==> src/sv/bchd_pkg.sv <==
// Shared types and constants of the button click and hold detector.
`default_nettype none

package bchd_pkg;

  // Field widths
  localparam int unsigned TICK_W  = 16;
  localparam int unsigned CNT_W   = 17;
  localparam int unsigned PHASE_W = 2;
  localparam int unsigned CIDX_W  = 8;

  // Saturation value of the elapsed counters
  localparam logic [CNT_W-1:0] CNT_MAX = {CNT_W{1'b1}};

  // Phase codes
  localparam logic [PHASE_W-1:0] PH_IDLE     = 2'd0;
  localparam logic [PHASE_W-1:0] PH_DEBOUNCE = 2'd1;
  localparam logic [PHASE_W-1:0] PH_CLICK    = 2'd2;
  localparam logic [PHASE_W-1:0] PH_HOLD     = 2'd3;

  // Configuration register indexes
  localparam logic [CIDX_W-1:0] CFG_DEBOUNCE = 8'd0;
  localparam logic [CIDX_W-1:0] CFG_HOLD     = 8'd1;
  localparam logic [CIDX_W-1:0] CFG_INVERT   = 8'd2;
  localparam logic [CIDX_W-1:0] CFG_EDGE     = 8'd3;

  // Configuration reset values
  localparam logic [TICK_W-1:0] DEBOUNCE_RST = 16'd50;
  localparam logic [TICK_W-1:0] HOLD_RST     = 16'd1000;

  typedef struct packed {
    logic [TICK_W-1:0] debounce_ticks;
    logic [TICK_W-1:0] hold_ticks;
    logic              invert_level;
    logic              edge_arm_mode;
  } cfg_t;

  typedef struct packed {
    logic               click;
    logic               hold;
    logic [PHASE_W-1:0] phase;
  } result_t;

endpackage

`default_nettype wire

==> src/sv/bchd_cfg.sv <==
// Configuration register file of the button detector.
`default_nettype none

module bchd_cfg (
  input  wire logic                        clk,
  input  wire logic                        rst_n,
  input  wire logic                        wr_en,
  input  wire logic [bchd_pkg::CIDX_W-1:0] wr_index,
  input  wire logic [bchd_pkg::TICK_W-1:0] wr_data,
  output bchd_pkg::cfg_t                   cfg
);

  bchd_pkg::cfg_t cfg_r;
  bchd_pkg::cfg_t cfg_nxt;

  // Decode one register write; unknown indexes are dropped
  always_comb begin
    cfg_nxt = cfg_r;
    if (wr_en) begin
      case (wr_index)
        bchd_pkg::CFG_DEBOUNCE: cfg_nxt.debounce_ticks = wr_data;
        bchd_pkg::CFG_HOLD:     cfg_nxt.hold_ticks     = wr_data;
        bchd_pkg::CFG_INVERT:   cfg_nxt.invert_level   = wr_data[0];
        bchd_pkg::CFG_EDGE:     cfg_nxt.edge_arm_mode  = wr_data[0];
        default:                cfg_nxt                = cfg_r;
      endcase
    end
  end

  always_ff @(posedge clk) begin
    if (!rst_n) begin
      cfg_r.debounce_ticks <= bchd_pkg::DEBOUNCE_RST;
      cfg_r.hold_ticks     <= bchd_pkg::HOLD_RST;
      cfg_r.invert_level   <= 1'b0;
      cfg_r.edge_arm_mode  <= 1'b0;
    end else begin
      cfg_r <= cfg_nxt;
    end
  end

  assign cfg = cfg_r;

endmodule

`default_nettype wire

==> src/sv/bchd_fsm.sv <==
// Phase state machine and elapsed counters; one tick per enable.
`default_nettype none

module bchd_fsm (
  input  wire logic          clk,
  input  wire logic          rst_n,
  input  wire logic          tick_en,
  input  wire logic          pin,
  input  wire bchd_pkg::cfg_t cfg,
  output bchd_pkg::result_t  res
);

  logic [bchd_pkg::PHASE_W-1:0] phase_r;
  logic [bchd_pkg::PHASE_W-1:0] phase_nxt;
  logic [bchd_pkg::CNT_W-1:0]   since_press_r;
  logic [bchd_pkg::CNT_W-1:0]   since_press_nxt;
  logic [bchd_pkg::CNT_W-1:0]   since_release_r;
  logic [bchd_pkg::CNT_W-1:0]   since_release_nxt;
  logic                         prev_pin_r;
  logic                         click;
  logic                         hold;
  logic                         pressed;
  logic                         arm_cond;
  logic [bchd_pkg::CNT_W-1:0]   db_ext;
  logic [bchd_pkg::CNT_W-1:0]   hold_ext;

  assign db_ext   = {1'b0, cfg.debounce_ticks};
  assign hold_ext = {1'b0, cfg.hold_ticks};
  assign pressed  = pin ^ cfg.invert_level;
  assign arm_cond = cfg.edge_arm_mode ? (pin != prev_pin_r) : pressed;

  // One tick: count, then arm, click and hold checks in that order
  always_comb begin
    since_press_nxt   = (since_press_r == bchd_pkg::CNT_MAX) ? bchd_pkg::CNT_MAX
                                                             : since_press_r + 1'b1;
    since_release_nxt = (since_release_r == bchd_pkg::CNT_MAX) ? bchd_pkg::CNT_MAX
                                                                 : since_release_r + 1'b1;
    phase_nxt = phase_r;
    click     = 1'b0;
    hold      = 1'b0;

    // arm, only after the release lockout
    if (phase_nxt == bchd_pkg::PH_IDLE && arm_cond && since_release_nxt > db_ext) begin
      phase_nxt       = bchd_pkg::PH_DEBOUNCE;
      since_press_nxt = '0;
    end

    // debounce done, then short press release
    if (phase_nxt == bchd_pkg::PH_DEBOUNCE && since_press_nxt > db_ext) begin
      phase_nxt = bchd_pkg::PH_CLICK;
    end
    if (phase_nxt == bchd_pkg::PH_CLICK && !pressed) begin
      click             = 1'b1;
      since_release_nxt = '0;
      phase_nxt         = bchd_pkg::PH_IDLE;
    end

    // hold time reached, then long press release
    if (phase_nxt == bchd_pkg::PH_CLICK && since_press_nxt > hold_ext) begin
      phase_nxt = bchd_pkg::PH_HOLD;
    end
    if (phase_nxt == bchd_pkg::PH_HOLD && !pressed) begin
      hold              = 1'b1;
      since_release_nxt = '0;
      phase_nxt         = bchd_pkg::PH_IDLE;
    end
  end

  always_ff @(posedge clk) begin
    if (!rst_n) begin
      phase_r         <= bchd_pkg::PH_IDLE;
      since_press_r   <= '0;
      since_release_r <= bchd_pkg::CNT_MAX;
      prev_pin_r      <= 1'b0;
    end else if (tick_en) begin
      phase_r         <= phase_nxt;
      since_press_r   <= since_press_nxt;
      since_release_r <= since_release_nxt;
      prev_pin_r      <= pin;
    end
  end

  assign res.click = click;
  assign res.hold  = hold;
  assign res.phase = phase_nxt;

endmodule

`default_nettype wire

==> src/sv/button_click_hold_detector_core.sv <==
// Top level of the debounced button click and long press detector.
//
//   channel | direction | handshake             | payload
//   in      | input     | in_valid / in_ready   | in_pin_level
//   out     | output    | out_valid / out_ready | out_click, out_hold, out_phase
//   cfg     | input     | cfg_valid / cfg_ready | cfg_index, cfg_data
//
// Each request passes an input register, then the tick logic writes the
// result register, from which the result is offered; one request per cycle while the result is not stalled.
// The phase and counter update is combinational logic, so ticks run back to back.
// A stalled result holds the input register; input stalls only when both are full.
// Reset (rst_n low, synchronous) empties both registers and loads register defaults.
`default_nettype none

module button_click_hold_detector_core (
  input  wire logic                               clk,
  input  wire logic                               rst_n,
  input  wire logic                               in_valid,
  output      logic                               in_ready,
  input  wire logic                               in_pin_level,
  output      logic                               out_valid,
  input  wire logic                               out_ready,
  output      logic                               out_click,
  output      logic                               out_hold,
  output      logic [bchd_pkg::PHASE_W-1:0]       out_phase,
  input  wire logic                               cfg_valid,
  output      logic                               cfg_ready,
  input  wire logic [bchd_pkg::CIDX_W-1:0]        cfg_index,
  input  wire logic [bchd_pkg::TICK_W-1:0]        cfg_data
);

  logic              in_valid_r;
  logic              in_pin_r;
  logic              out_valid_r;
  logic              out_valid_nxt;
  bchd_pkg::result_t out_res_r;
  bchd_pkg::result_t step_res;
  bchd_pkg::cfg_t    cfg;
  logic              out_load;
  logic              in_take;

  assign cfg_ready = 1'b1;

  bchd_cfg u_cfg (
    .clk      (clk),
    .rst_n    (rst_n),
    .wr_en    (cfg_valid),
    .wr_index (cfg_index),
    .wr_data  (cfg_data),
    .cfg      (cfg)
  );

  // Pipeline flow control
  assign out_load      = in_valid_r && (!out_valid_r || out_ready);
  assign in_ready      = !in_valid_r || out_load;
  assign in_take       = in_valid && in_ready;
  assign out_valid_nxt = out_load || (out_valid_r && !out_ready);

  // Input register
  always_ff @(posedge clk) begin
    if (!rst_n) begin
      in_valid_r <= 1'b0;
    end else begin
      in_valid_r <= in_take || (in_valid_r && !out_load);
    end
  end

  always_ff @(posedge clk) begin
    if (in_take) begin
      in_pin_r <= in_pin_level;
    end
  end

  bchd_fsm u_fsm (
    .clk     (clk),
    .rst_n   (rst_n),
    .tick_en (out_load),
    .pin     (in_pin_r),
    .cfg     (cfg),
    .res     (step_res)
  );

  // Result register
  always_ff @(posedge clk) begin
    if (!rst_n) begin
      out_valid_r <= 1'b0;
    end else begin
      out_valid_r <= out_valid_nxt;
    end
  end

  always_ff @(posedge clk) begin
    if (out_load) begin
      out_res_r <= step_res;
    end
  end

  assign out_valid = out_valid_r;
  assign out_click = out_res_r.click;
  assign out_hold  = out_res_r.hold;
  assign out_phase = out_res_r.phase;

endmodule

`default_nettype wire

==> config.mk <==
export PLATFORM = sky130hd
export DESIGN_NAME = button_click_hold_detector_core
export DESIGN_NICKNAME = d
export VERILOG_FILES = /design/src/sv/bchd_pkg.sv /design/src/sv/bchd_cfg.sv /design/src/sv/bchd_fsm.sv /design/src/sv/button_click_hold_detector_core.sv
export SDC_FILE = /design/constraint.sdc
export NUM_CORES = 1
export LEC_CHECK = 0
export BUFFER_PORTS_ARGS = -buffer_cell sky130_fd_sc_hd__buf_2
export CAP_MARGIN = 5
export CORE_ASPECT_RATIO = 0.9
export CORE_MARGIN = 3
export CORE_UTILIZATION = 63
export CTS_BUF_LIST = sky130_fd_sc_hd__clkbuf_4 sky130_fd_sc_hd__clkbuf_8
export DETAILED_ROUTE_END_ITERATION = 16
export GPL_TIMING_DRIVEN = 0
export PLACE_DENSITY = 0.83
export SLEW_MARGIN = 20
export SYNTH_ARGS = -nofsm -noshare
export SYNTH_HDL_FRONTEND = slang
export SYNTH_HIERARCHICAL = 1
export SYNTH_SLANG_ARGS = --single-unit
==> constraint.sdc <==
create_clock -name clk -period 7.42 [get_ports clk]
set_input_delay 0 -clock clk [delete_from_list [all_inputs] [get_ports clk]]
set_output_delay 0 -clock clk [all_outputs]
set_load 0.005 [all_outputs]
-- After elaboration in Yosys (flattened, before gate mapping)
Cells that the tools add are included.
- ROM bits: 0
- bits in writable memories: 0
- word-level logic and storage cells: 68
- memories kept: 0
- input bits: 30
- latch bits: 0
- flip-flop bits (word level): 78
- output and inout bits: 7
- equality and inequality tests: 10
- multipliers: 0
- bitwise logic cells: 1
- divide/modulo/power cells: 0
- magnitude comparators: 3
- shift-type cells: 0
- reductions and logical operators: 25
- $add $sub $neg: 2
- mux-type cells: 13
- operator list (cell ; number):
    2-to-1 mux 17 bit ; 5
    greater-than comparator 17 x 16 -> 1 bit ; 3
    adder 17 x 1 -> 17 bit (second input constant) ; 2
    == test 17 bit (second input constant) ; 2
    == test 8 x 2 -> 1 bit (second input constant) ; 2
    logical AND 1 bit ; 10
    2-to-1 mux 2 bit ; 5
    == test 8 x 1 -> 1 bit (second input constant) ; 1
    logical NOT 8 bit ; 1
    AND reduction 2 bit ; 4
    == test 2 bit (second input constant) ; 3
    logical NOT 1 bit ; 5
    logical OR 1 bit ; 4
    2-to-1 mux 1 bit ; 3
    == test 2 x 1 -> 1 bit (second input constant) ; 1
    logical NOT 2 bit ; 1
    != test 1 bit ; 1
    XOR 1 bit ; 1

-- Depth between registers and ports, before layout
Gate-level depths: netlist of the first run.
- depth after elaboration: 17
- mapped depth: 25
- depth with buffers taken out: 24

-- Hierarchy
The synthesis of the first run kept the hierarchy.
- by module, submodules not included (module ; area an instance (µm²) ; instances ; cells an instance ; seq. area each (µm²)):
    bchd_fsm ; 3480.8 ; 1 ; 439 ; 740.7
    bchd_cfg ; 1407.6 ; 1 ; 143 ; 680.7
    button_click_hold_detector_core ; 265.3 ; 1 ; 16 ; 190.2

-- Least setup slack after synthesis of the first run
No wires, ideal clock.
- kind: register -> register
- start point: register u_fsm/since_release_r[5] in the netlist's numbering
- end point: register out_res_r, in the netlist out_phase[0] (data pin)
- data required time: 7165 ps
- cell stages (with the launch flop): 24
- buffers on the path: 2
- arrival: 5044 ps
- setup time: 255 ps
- clock period less this slack: 5298 ps
- setup slack: 2122 ps
- path through: dfxtp_1 and4_1 nand4_1 nor3_1 nand2_1 clkbuf_1 nand2_1 ha_1 a21o_1 a21o_1 a211o_1 o211ai_1 nand2_1 buf_2 a21oi_1 ha_1 a21o_1 a21o_1 a221o_1 a2111oi_4 o32ai_2 o211ai_1 nand4b_1 and2_1
- RTL lines (item ; line ; RTL):
    from (decl) ; bchd_fsm.sv:17 ; logic [bchd_pkg::CNT_W-1:0] since_release_r;
    from (signal assigned) ; bchd_fsm.sv:73 ; since_release_r <= bchd_pkg::CNT_MAX;
    from (signal assigned) ; bchd_fsm.sv:78 ; since_release_r <= since_release_nxt;
    to (signal assigned) ; button_click_hold_detector_core.sv:94 ; out_res_r <= step_res;
    to (decl) ; button_click_hold_detector_core.sv:36 ; bchd_pkg::result_t out_res_r;

==> results of run 1 <==
[cells by family after synthesis]
family	synth area share [%]
simple gates	21.0
compound gates	13.5
flops	31.3
buf+inv	5.78
mux	11.3
fa+ha+maj	12.1
xor+xnor	4.93
other cells	0.0728
[where the power goes]
group	total [mW]	internal [mW]	switching [mW]	leakage [nW]
Clock	0.418	0.261	0.157	0.134
Combinational	0.659	0.273	0.386	1.74
Sequential	0.474	0.447	0.0275	0.639
Total	1.55	0.981	0.570	2.52
[worst max-delay path: cells and delay by family, from the launching register on]
| kind | cells | cell delay [ps] |
|---|---|---|
| and+or+nand+nor | 8 | 1910 |
| adders and majority gates | 2 | 590 |
| buffers and inverters | 2 | 560 |
| DFF | 1 | 430 |
| AOI/OAI and AO/OA | 11 | 2780 |
[worst paths after layout]
path                                       to  slack (ps)  cells after the start
worst min-delay path             u_cfg/cfg[0]          30                      4
worst max-delay path             out_phase[0]         930                     23
worst max register to register   out_phase[0]         930                     23
worst min register to register  u_cfg/cfg[15]         460                      2
[layer usage]
layer | part of all wire (%) | vias up | routed length, µm
li1 | - | 2223 | -
met1 | 42 | 2260 | 5590
met2 | 49 | 183 | 6390
met3 | 7.5 | 17 | 982
met4 | 1.5 | 0 | 200
met5 | 0 | - | 0
[flip-flops by register name, summed over array words and instances (netlist names)]
name,count
out_valid,1
out_phase,2
out_click,1
u_fsm/since_release_r,17
u_fsm/phase_r,2
in_pin_r,1
in_valid_r,1
u_fsm/since_press_r,17
u_fsm/prev_pin_r,1
u_cfg/cfg,34
out_hold,1
[repair_timing]
item,in CTS,in global routing
hold endpoints to repair,34,0
gates resized for setup,0,0
hold buffers,24,0
[cells in the final DEF, fill, tap and decap left out, types with 24 or more instances in the layout]
master	Yosys	routed
dlygate4sd3_1	0	24
nor2_1	36	36
a21oi_1	30	30
nand3_1	26	26
buf_2	2	37
inv_1	40	40
ha_1	50	50
nand2_1	76	76
dfxtp_1	73	73
mux2i_1	58	58
[metrics by stage]
| stage | util (%) | hold WS [ps] | cell area [µm²] |
|---|---|---|---|
| after floorplan | - | 98.9 | 5150 |
| final | 77.0 | 25.7 | 5950 |
| after global routing | 77.0 | 16.5 | 5950 |
| after global placement | 70.5 | 178 | 5450 |
| after detailed placement | 70.5 | 182 | 5450 |
| after CTS | 77.0 | 18.8 | 5950 |
[layout make-up]
class                           count  share of cell area (%)
Tap cell                           96                    2.02
Timing Repair Buffer               59                    6.98
Buffer                             27                    2.42
Multi-Input combinational cell    452                    54.5
Sequential cell                    78                    27.1
Clock inverter                      6                    2.25
Clock buffer                       10                    2.21
Inverter                           41                    2.58
==> summary.txt, run 1 <==
Status
  – Status: completed

Synthesis
  – Post-synth top cells: 76 x nand2_1, 73 x dfxtp_1, 58 x mux2i_1, 50 x ha_1, 40 x inv_1
  – Count leader, synth: nand2_1
  – Yosys Warn Count: 6
  – Gate Count Post-Synth: 598
  – Mapped Avg Cell Area: 8.62 µm²
  – Top cells by area, synth: dfxtp_1 28%, ha_1 12%, mux2i_1 11%
  – Top-area cell type share of the netlist area: between 20% and 30%
  – Post-synth top flop: dfxtp_1
  – Post-synth EDFFs: 5
  – Post-Syn Area: between 5000 and 6000 µm²
  – Register area share after synthesis: a little under a third
  – Async SR Flop Fraction: 0%
  – Area leader, netlist: dfxtp_1
  – Syn nets: 678
  – Synth unique cells: 60
  – #FFs+latches synth: 78

Worst setup path
  – Worst Setup SP: u_fsm/since_release_r[6]
  – Crit-path most repeated cell: a21o_1
  – Startpoint Class: flip-flop
  – Critical Path RT: 7530 ps
  – Critical path type: flip-flop to flip-flop
  – Highest-delay cell along the critical path: nor3_1
  – R2r startpoint: u_fsm/since_release_r[6]
  – Crit-path max FO: 10
  – CP max stage delay: a little under 500 ps
  – Endpoint class of the critical path: flip-flop
  – CP arrival: 6600 ps
  – CP cell instances: and4_1 > nand4_1 > nor3_1 > nand2_1 > clkbuf_1 > nand2_1 > ha_1 > a21o_1 > a21o_1 > a211o_1 > o211ai_1 > nand2_1 > buf_2 > a21oi_1 > ha_1 > a21o_1 > a21o_1 > a221o_1 > a2111oi_4 > o32ai_2 > o211ai_1 > nand4b_1 > and2_1

Finish
  – Layout cells sized above 1: between 10 and 15%
  – FF/Latch Area: between 1500 and 2000 µm²
  – Total of fill cells in the finished design: 557
  – Area Overhead vs Synth: 15.5%
  – Multi-input gate area: roughly 3200 µm²
  – Non-filler instance count after layout: 769
  – ANT cells: 0
  – Final-stage net count: between 700 and 800

Drt
  – Post-DRT Antenna Nets: 0
  – Final wirelength: 13200 µm
  – Wire per inst: 17.1 µm
  – Vias: 4683
  – Vias per Instance: 6.09
  – DRT iter0 DRCs: 342
  – Drt drc: 0
  – DRT Pass-1 Iters: 6

Placement
  – Inst Count DP: between 700 and 800
  – Final HPWL DP: 9900 µm
  – Port buffer count: 35
  – DP Worst Slack: 1200 ps
  – GPL Wtd Cong: 0.893

STA
  – Minimum clock period: 6490 ps
  – Final setup TNS: 0 ps
  – Count of final setup violators: 0
  – Setup repair after global routing missed its margin: no
  – Slew margin rel.: 43.6%
  – Clock skew: 9.08 ps
  – Fmax: 154 MHz
  – Final setup margin: approximately 930 ps
  – Fin. Hold Viols: 0
  – Actual slew at the worst max-slew pin: about 850 ps
  – Final Cycle Share: 87.5%
  – Slew Viols, Final: 0

Power and ir drop
  – Overall power: 1.55 mW
  – Pleak: 2.52 nW
  – PD cells: between 200 and 300 nW/µm²
  – VDD IR max: between 0.00015 and 0.0002 V

Floorplanning
  – Die height: 91.8 µm
  – Core area: just under 8000 µm²
  – Initial Util: 66.7%
  – Boundary Pins: 37
  – Die width: 101 µm
  – Die area: 9300 µm²
  – Row count: 30

Worst hold path
  – HP Start: cfg_index[6]
  – Min-delay worst type: input port to flip-flop

Global route
  – Total global routing overflow: 0
  – Met1 Use GR: a little under two fifths
  – First-pass GRT wire length: 21800 µm
  – M3 GR Usage: 6.46%
  – Vias in the first global route: 4649
  – Global route hottest layer: met2
  – M2 GR Usage: 48.8%
  – Gr usage total: roughly 29%
  – Initial antenna violation count: 0
  – Largest net degree at the start of global routing: 14

Clocking
  – Clk_lat worst skew: 350 ps
  – Reg clk slew, reported paths: 80 ps
  – Clock buffer depth: 2
  – Cts bufs inserted: 9
  – Setup Fix Bufs, Post-CTS: 0
  – Clk sinks: 78
  – CTS root buffer: clkbuf_8
  – CTS tree: done
  – H-tree depth: 3

Run
  – Max-cap viol count: 0
(Power assumes the default switching activity.)
==> run 2: changes to the inputs <==
- BUFFER_PORTS_ARGS: -buffer_cell sky130_fd_sc_hd__buf_2 -> not set
- CORE_ASPECT_RATIO: 0.9 -> not set
- CORE_UTILIZATION: 63 -> 67
- DONT_BUFFER_PORTS: not set -> 1
==> summary.txt, run 2 (synthesized netlist as in run 1, its figures left out) <==
STA
  – Setup repair after global routing missed its margin: no
  – Final Cycle Share: 86.5% (-0.97 points)
  – Final setup margin: 1000 ps (+71.7 ps)
  – Clock skew: 13.9 ps (+4.82 ps)
  – Slew Viols, Final: 0 (unchanged)
  – Actual slew at the worst max-slew pin: 782 ps (-63.6 ps)
  – Fin. Hold Viols: 0 (unchanged)
  – Final setup TNS: 0 ps (unchanged)
  – Fmax: 156 MHz (+1.1%)
  – Count of final setup violators: 0 (unchanged)
  – Minimum clock period: 6420 ps (-71.7 ps)
  – Slew margin rel.: 47.9% (+4.2 points)

Global route
  – Vias in the first global route: 4873 (+4.8%)
  – Total global routing overflow: 0 (unchanged)
  – First-pass GRT wire length: 23400 µm (+7.4%)
  – Largest net degree at the start of global routing: 14 (unchanged)
  – Gr usage total: 34.0% (+4.7 points)
  – Initial antenna violation count: 0 (unchanged)

Finish
  – Final instance area: 5780 µm² (-2.9%)
  – Layout cells sized above 1: 6.97% (-5.1 points)
  – ANT cells: 0 (unchanged)
  – Final Util: 78.4% (+1.4 points)
  – Max reg flops: 34 (unchanged)
  – Total of fill cells in the finished design: 457 (-18%)
  – Most frequent cells in the layout: 76 x nand2_1, 73 x dfxtp_1, 58 x mux2i_1
  – Area Overhead vs Synth: 12.2%
  – Commonest non-fill, non-tap cell in the layout: nand2_1
  – Final-stage net count: 722 (-3.5%)

Floorplanning
  – Core area: 7370 µm² (-4.7%)
  – Die height: 93.7 µm (+2.1%)
  – Row count: 31 (+3.3%)
  – Die width: 93.7 µm (-7.5%)
  – Boundary Pins: 37 (unchanged)
  – Die area: 8780 µm² (-5.6%)
  – Initial Util: 69.9% (+3.3 points)

Clocking
  – Clk sinks: 78 (unchanged)
  – Reg clk slew, reported paths: 80 ps (about the same)
  – Cts bufs inserted: 9 (unchanged)
  – CTS root buffer: clkbuf_8
  – H-tree depth: 3 (unchanged)
  – Post-CTS resize count: 0 (unchanged)
  – Clock buffer depth: 2 (unchanged)
  – Setup Fix Bufs, Post-CTS: 0 (unchanged)
  – CTS tree: done
  – Clk_lat worst skew: 360 ps (about the same)
  – Hold_buf cts: 33 (+38%)

Worst setup path
  – Family with the most delay on the worst path: compound AO/OA/AOI/OAI gates
  – CP arrival: 6530 ps (-70 ps)
  – Critical path type: flip-flop to flip-flop
  – Critical Path RT: 7540 ps (about the same)
  – WP depth: 23 (unchanged)
  – Endpoint class of the critical path: flip-flop
  – Crit-path max FO: 10 (unchanged)
  – Startpoint Class: flip-flop
  – WP buf/inv: 2 (unchanged)
  – Reg2reg setup slack: 1000 ps (+70 ps)
  – Crit-path most repeated cell: a21o_1
  – Highest-delay cell along the critical path: a2111oi_4
  – CP cell instances: and4_1 > nand4_1 > nor3_1 > nand2_1 > clkbuf_1 > nand2_1 > ha_1 > a21o_1 > a21o_1 > a211o_1 > o211ai_1 > nand2_1 > buf_2 > a21oi_1 > ha_1 > a21o_1 > a21o_1 > a221o_1 > a2111oi_4 > o32ai_2 > o211ai_1 > nand4b_1 > and2_1
  – Reg2reg path depth: 23 (unchanged)
  – Reg2reg end: out_phase[0]
  – R2r startpoint: u_fsm/since_release_r[6]
  – CP max stage delay: 470 ps (-20 ps)

Placement
  – Dpl cell area: 5280 µm² (-3.1%)
  – Final HPWL DP: 9760 µm (-1.5%)
  – Port buffer count: 0 (-100%)
  – DP Worst Slack: 1190 ps (-3.26 ps)
  – GPL Wtd Cong: 0.891 (-0.24%)

Power and ir drop
  – Combinational share of power: 45.8% (+3.3 points)
  – Pleak: 2.38 nW (-5.5%)
  – Register share of total power: 33.4% (+2.8 points)
  – Sw frac: 40.7% (+4.0 points)
  – VDD IR max: 0.000110 V (-28%)
  – P_int: 0.843 mW (-14%)
  – PD cells: 246 nW/µm² (-5.5%)
  – Sw power: 0.579 mW (+1.6%)
  – Clk network pwr share: 20.8% (-6.2 points)

Worst hold path
  – HP Start: rst_n
  – Hold worst-path end: u_fsm/since_release_r[0]
  – Worst Hold Depth: 2 (-2)
  – Min-delay worst type: input port to flip-flop

Drt
  – Drt drc: 0 (unchanged)
  – Post-DRT Antenna Nets: 0 (unchanged)
  – Vias: 4735 (+1.1%)
  – Final wirelength: 14400 µm (+9.2%)
  – Vias per Instance: 6.36 (+4.4%)
  – Wire per inst: 19.3 µm (+13%)
  – DRT iter0 DRCs: 443 (+30%)
  – DRT Pass-1 Iters: 5 (-1)

Run
  – Max-cap viol count: 0 (unchanged)

Status
  – Status: completed
==> run 2: layer usage <==
layer / wire, µm / share of wire [%] / vias to the layer above / GRT usage, %
met5: 0 / 0 / - / 0
met4: 635 / 4.4 / 0 / 19.5
met3: 855 / 5.9 / 59 / 5.37
met2: 7080 / 49 / 238 / 58.3
met1: 5800 / 40 / 2245 / 39.9
li1: - / - / 2193 / -
==> run 2: area by class of cell <==
type                            count  area [µm²]  area share (%)
Clock inverter                      5        35.0           0.606
Inverter                           41         154            2.66
Buffer                             27         144            2.49
Sequential cell                    78        1610            27.9
Timing Repair Buffer               33         330            5.71
Multi-Input combinational cell    452        3240            56.1
Clock buffer                       10         138            2.38
Tap cell                           99         124            2.14
==> run 2: how the worst max path moves through the flow <==
stage,startpoint,endpoint
2_1_floorplan,u_fsm/since_release_r[5],out_phase[0]
4_1_cts,u_fsm/since_release_r[5],out_phase[0]
6_report,u_fsm/since_release_r[6],out_phase[0]
3_3_place_gp,u_fsm/since_release_r[5],out_phase[0]
3_5_place_dp,u_fsm/since_release_r[6],out_phase[0]
5_1_grt,u_fsm/since_release_r[5],out_phase[0]
==> run 2: power groups by stage <==
| stage | clock network (mW) | logic [mW] | registers (mW) |
|---|---|---|---|
| floorplan | 0 | 0.485 | 0.476 |
| global placement | 0 | 0.581 | 0.481 |
| detailed placement | 0 | 0.626 | 0.484 |
| CTS | 0.296 | 0.642 | 0.474 |
| global route | 0.314 | 0.728 | 0.479 |
| finish | 0.296 | 0.651 | 0.475 |
==> run 2: stage by stage <==
step	hold WS, ps	cells	power (mW)
floorplan	98.9	598	0.961
global placement	98.9	697	1.06
global route	48.7	745	1.52
finish	41.6	745	1.42
CTS	6.49	745	1.41
detailed placement	98.9	697	1.11
